$ cat config.mk
export PLATFORM = sky130hd
export DESIGN_NAME = smae_muldiv
export DESIGN_NICKNAME = d
export VERILOG_FILES = /design/src/rtl/core/smae_pkg.sv /design/src/rtl/core/smae_muldiv.sv
export SDC_FILE = /design/constraint.sdc
export NUM_CORES = 2
export LEC_CHECK = 0
export BUFFER_PORTS_ARGS = -buffer_cell sky130_fd_sc_hd__buf_2
export CORE_MARGIN = 5
export CORE_UTILIZATION = 25
export CTS_BUF_LIST = sky130_fd_sc_hd__clkbuf_8
export DETAILED_ROUTE_END_ITERATION = 16
export GPL_ROUTABILITY_DRIVEN = 0
export HOLD_SLACK_MARGIN = 0.08
export PLACE_DENSITY = 0.48
export SLEW_MARGIN = 20
export SYNTH_ARGS = -nofsm -noshare
export SYNTH_HDL_FRONTEND = slang
export SYNTH_SLANG_ARGS = --single-unit
$ cat constraint.sdc
create_clock -name clock -period 10 [get_ports clock]
set_input_delay 2 -clock clock [delete_from_list [all_inputs] [get_ports clock]]
set_output_delay 2 -clock clock [all_outputs]
set_load 0.02 [all_outputs]
$ cat src/rtl/core/smae_pkg.sv
package smae_pkg;

   // table geometry
   localparam int NUM_SYMS = 257;
   localparam int IDX_W    = 9;
   localparam logic [IDX_W-1:0] END_SYM = 9'd256;
   localparam int CUM_W    = 25;
   localparam logic [CUM_W-1:0] CUM_MAX = 25'h1FF_FFFF;

   // request fields
   localparam int OP_W    = 2;
   localparam int FREQ_W  = 16;
   localparam int SYM_W   = 8;
   localparam int FREQ_BITS_DEF = 16;

   localparam logic [OP_W-1:0] OP_LOAD   = 2'd0;
   localparam logic [OP_W-1:0] OP_ENCODE = 2'd1;
   localparam logic [OP_W-1:0] OP_FINISH = 2'd2;

   // coder interval
   localparam int CODE_W = 32;
   localparam logic [CODE_W-1:0] TOP       = 32'hFFFF_FFFF;
   localparam logic [CODE_W-1:0] HALF      = 32'h8000_0000;
   localparam logic [CODE_W-1:0] QTR       = 32'h4000_0000;
   localparam logic [CODE_W-1:0] THREE_QTR = 32'hC000_0000;

   // multiply / divide unit
   localparam int RANGE_W   = CODE_W + 1;
   localparam int PROD_W    = RANGE_W + CUM_W;
   localparam int DIV_STEPS = RANGE_W;
   localparam int STEP_W    = 6;

   typedef struct packed {
      logic start;
   } muldiv_ctrl_type;

   typedef struct packed {
      logic busy;
      logic done;
   } muldiv_stat_type;

   function automatic logic [CUM_W-1:0] clamp_cum(input logic [CUM_W-1:0] value,
                                                  input logic [CUM_W-1:0] limit);
      clamp_cum = (value > limit) ? limit : value;
   endfunction

endpackage

$ cat src/rtl/core/smae_muldiv.sv
module smae_muldiv (
   input  logic                             clock,
   input  logic                             reset,
   input  smae_pkg::muldiv_ctrl_type        ctrl,
   input  logic [smae_pkg::RANGE_W-1:0]     op_range,
   input  logic [smae_pkg::CUM_W-1:0]       op_count,
   input  logic [smae_pkg::CUM_W-1:0]       op_total,
   output smae_pkg::muldiv_stat_type        stat,
   output logic [smae_pkg::RANGE_W-1:0]     quotient
);

   logic                              busy_ff, busy_in;
   logic                              done_ff, done_in;
   logic [smae_pkg::STEP_W-1:0]       step_ff, step_in;
   logic [smae_pkg::CUM_W-1:0]        rem_ff, rem_in;
   logic [smae_pkg::RANGE_W-1:0]      quo_ff, quo_in;

   logic [smae_pkg::PROD_W-1:0]       product;
   logic [smae_pkg::CUM_W:0]          shifted;
   logic [smae_pkg::CUM_W:0]          diff;
   logic                              fits;

   // product < total * 2^33, so its top bits already lie below the divisor
   always_comb begin
      product = smae_pkg::PROD_W'(op_range) * smae_pkg::PROD_W'(op_count);
      shifted = {rem_ff, quo_ff[smae_pkg::RANGE_W-1]};
      diff    = shifted - {1'b0, op_total};
      fits    = (shifted >= {1'b0, op_total});
   end

   always_comb begin
      busy_in = busy_ff;
      done_in = 1'b0;
      step_in = step_ff;
      rem_in  = rem_ff;
      quo_in  = quo_ff;
      if (ctrl.start) begin
         busy_in = 1'b1;
         step_in = '0;
         rem_in  = product[smae_pkg::PROD_W-1:smae_pkg::RANGE_W];
         quo_in  = product[smae_pkg::RANGE_W-1:0];
      end else if (busy_ff) begin
         rem_in  = fits ? diff[smae_pkg::CUM_W-1:0] : shifted[smae_pkg::CUM_W-1:0];
         quo_in  = {quo_ff[smae_pkg::RANGE_W-2:0], fits};
         step_in = step_ff + 1'b1;
         if (step_ff == smae_pkg::STEP_W'(smae_pkg::DIV_STEPS - 1)) begin
            busy_in = 1'b0;
            done_in = 1'b1;
         end
      end
   end

   always_ff @(posedge clock) begin
      if (reset) begin
         busy_ff <= 1'b0;
         done_ff <= 1'b0;
         step_ff <= '0;
      end else begin
         busy_ff <= busy_in;
         done_ff <= done_in;
         step_ff <= step_in;
      end
   end

   always_ff @(posedge clock) begin
      rem_ff <= rem_in;
      quo_ff <= quo_in;
   end

   assign stat.busy = busy_ff;
   assign stat.done = done_ff;
   assign quotient  = quo_ff;

endmodule

==> results_dict.tcl <==
set metrics [dict create \
    status "complete, no violations" \
    worstSetupEndpointType "register" \
    maxCapViolations 0 \
    holdBufCountCts 0 \
    period_share_pct 92.3 \
    initial_core_util_pct 25.1 \
    layout_common_cells "inv_1, fa_1, nand2_1, and2_1, ha_1" \
    viasPerCell 4.39 \
    final_common_cell "inv_1" \
    cts-resized-gates 0 \
    final_antenna_net_count 0 \
    die_x_microns 362 \
    slew_headroom_pct 40.0 \
    cts.sinks 66 \
    die_area_sq_um 131000 \
    gr-usage-met3_pct 1.14 \
    netlist_area_sq_um 31000 \
    rows 129 \
    seqCellArea_sq_um 1900 \
    drive_gt1_share_pct 7.09 \
    skew_ns 0.0113 \
    fin_hold_ws_ns 0.478 \
    yosysWarningCount 0 \
    grt_pass1_wl_microns 150000 \
    cts_setup_buffers 0 \
    fin_crit_ns 9.23 \
    clk_pin_slew_ns 0.08 \
    crit_top_cell "fa_1" \
    worst_pin_slew_ns 0.900 \
    first_pass_iters 4 \
    synth_edf_count 58 \
    area_growth_pct 8.56 \
    placed_cells 5107 \
    track_usage_pct 14.6 \
    finalSetupViolations 0 \
    htreeDepth 3 \
    insertion_delay_ns 0.36 \
    grt_pass1_vias 25100 \
    max-clock-path-buffers 2 \
    cts_tree "done" \
    synth_top_area_cell "fa_1" \
    synth_cell_types 77 \
    crit_required_ns 10.10 \
    busiest_layer "met2" \
    crit_type "input port to register" \
    drt_iter0_markers 860 \
    vias 22500 \
    ys_seq_area_share_pct 6.13 \
    coreArea_sq_um 123000 \
    crit_arrival_ns 9.33 \
    grt_max_degree 43 \
    dp_hpwl_microns 79000 \
    critPathBufInv 6 \
    tns_ns 0 \
    dieHeight_microns 362 \
    antenna_found_initial 9 \
    synth_top_area_share_pct 45.9 \
    drv_slew 0 \
    netlist_instances 3468 \
    gr-total-overflow 0 \
    synth_seq_cells 66 \
    synth_fp_nets 4485 \
    post_drt_wl_per_cell_microns 18.5 \
    synthTopCellsByArea "fa_1, inv_1, ha_1" \
    max_freq_mhz 108 \
    cpMaxStageDelayCell "buf_2" \
    cpPeakStageDelay_ns 0.58 \
    crit_fanout 25 \
    hold_viol_final 0 \
    syn_avg_cell_area_sq_um 8.95 \
    root_buffer "clkbuf_8" \
    layout.cells.non_filler 5125 \
    grt.met2_usage_pct 26.9 \
    synthArstFlopShare_pct 0 \
    cpLargestDelayFamily "adder cells" \
    rsz0062_at_grt "false" \
    critPathLaunchType "input port" \
    fillers 13400 \
    globalRouteMet1Util_pct 18.7 \
    wirelength_microns 95000 \
    multi_input_area_sq_um 25400 \
    synth_ff_type "edfxtp_1" \
    crit_chain "buf_2, nand2_1, fa_1, inv_1, fa_1, inv_1, fa_1, fa_1, fa_1, inv_1, fa_1, inv_1, fa_1, inv_1, ha_1, a21oi_1, o211ai_1, a41oi_1, a311oi_1, o21ai_1, a2111oi_0, nor3_1, o31ai_1, a311oi_1" \
    drc 0 \
    nNetsFinal 4498 \
    numCtsBuffers 9 \
    hold_class "register to register" \
    io_pins 121 \
    io_buffers 120 \
]
## state kept, by name, indices dropped and copies added, names as in the netlist
signal	cells
step_ff	6
rem_ff	25
busy_ff	1
quotient	33
done_ff	1
## synthesized netlist by cell type, drive strengths merged, types with 8 or more instances
cell type  number
inv           821
fa            711
nand2         470
and2          431
ha            220
clkbuf        164
a21oi         112
nor2           66
edfxtp         58
o21ai          46
xnor2          44
a21o           37
xor2           33
mux2           31
a211oi         21
nand4          17
and3           14
nand3          14
o21bai         13
a31oi          12
buf            11
o31ai          11
o211ai          9
o21a            9
dfxtp           8
## logic make-up after synthesis
| group | count (synthesis) | share of synthesized area, % |
|---|---|---|
| compound gates | 310 | 6.65 |
| xor+xnor | 77 | 2.17 |
| simple gates | 1054 | 17.0 |
| fa+ha+maj | 931 | 54.8 |
| buf+inv | 997 | 12.1 |
| flops | 66 | 6.13 |
| mux | 33 | 1.19 |
## metrics by stage
step           worst slack, ns  instance area (sq um)  util (%)
2_1_floorplan             1.63                  31000         -
3_5_place_dp             0.403                  33400      27.1
4_1_cts                  0.773                  33700      27.3
5_1_grt                  0.350                  33700      27.3
6_report                 0.771                  33700      27.3
3_3_place_gp             0.476                  33400      27.1
## routing by layer
layer | routed length, microns | vias to the layer above
met5 | 46 | -
met4 | 2560 | 8
met2 | 49400 | 344
li1 | - | 10300
met1 | 40400 | 11700
met3 | 2560 | 101
## worst paths after layout
kind | start | endpoint | slack [ns] | cells after the start
max | op_range[13] | rem_ff[23] | 0.77 | 24
min | step_ff[5] | done_ff | 0.48 | 2
max reg2reg | rem_ff[8] | rem_ff[15] | 6.46 | 11
min reg2reg | step_ff[5] | done_ff | 0.48 | 2
## worst min-delay path: cells and delay by family, from the launching register on
kind	cells	cell delay (ns)
simple gates	2	0.11
flops	1	0.32
## area by class of cell
| type | instances | area share (%) |
|---|---|---|
| multi-input cells | 2405 | 75.3 |
| inverters | 822 | 9.16 |
| well taps | 1637 | 6.08 |
| flip-flops and latches | 66 | 5.65 |
| repair buffers | 177 | 3.09 |
| clock buffers | 9 | 0.368 |
| clock inverters | 7 | 0.353 |
| diodes | 2 | 0.0149 |
Power is left out: the tool's default activity adds up to more than one toggle a clock period on the data nets, which glitch-free logic cannot reach.
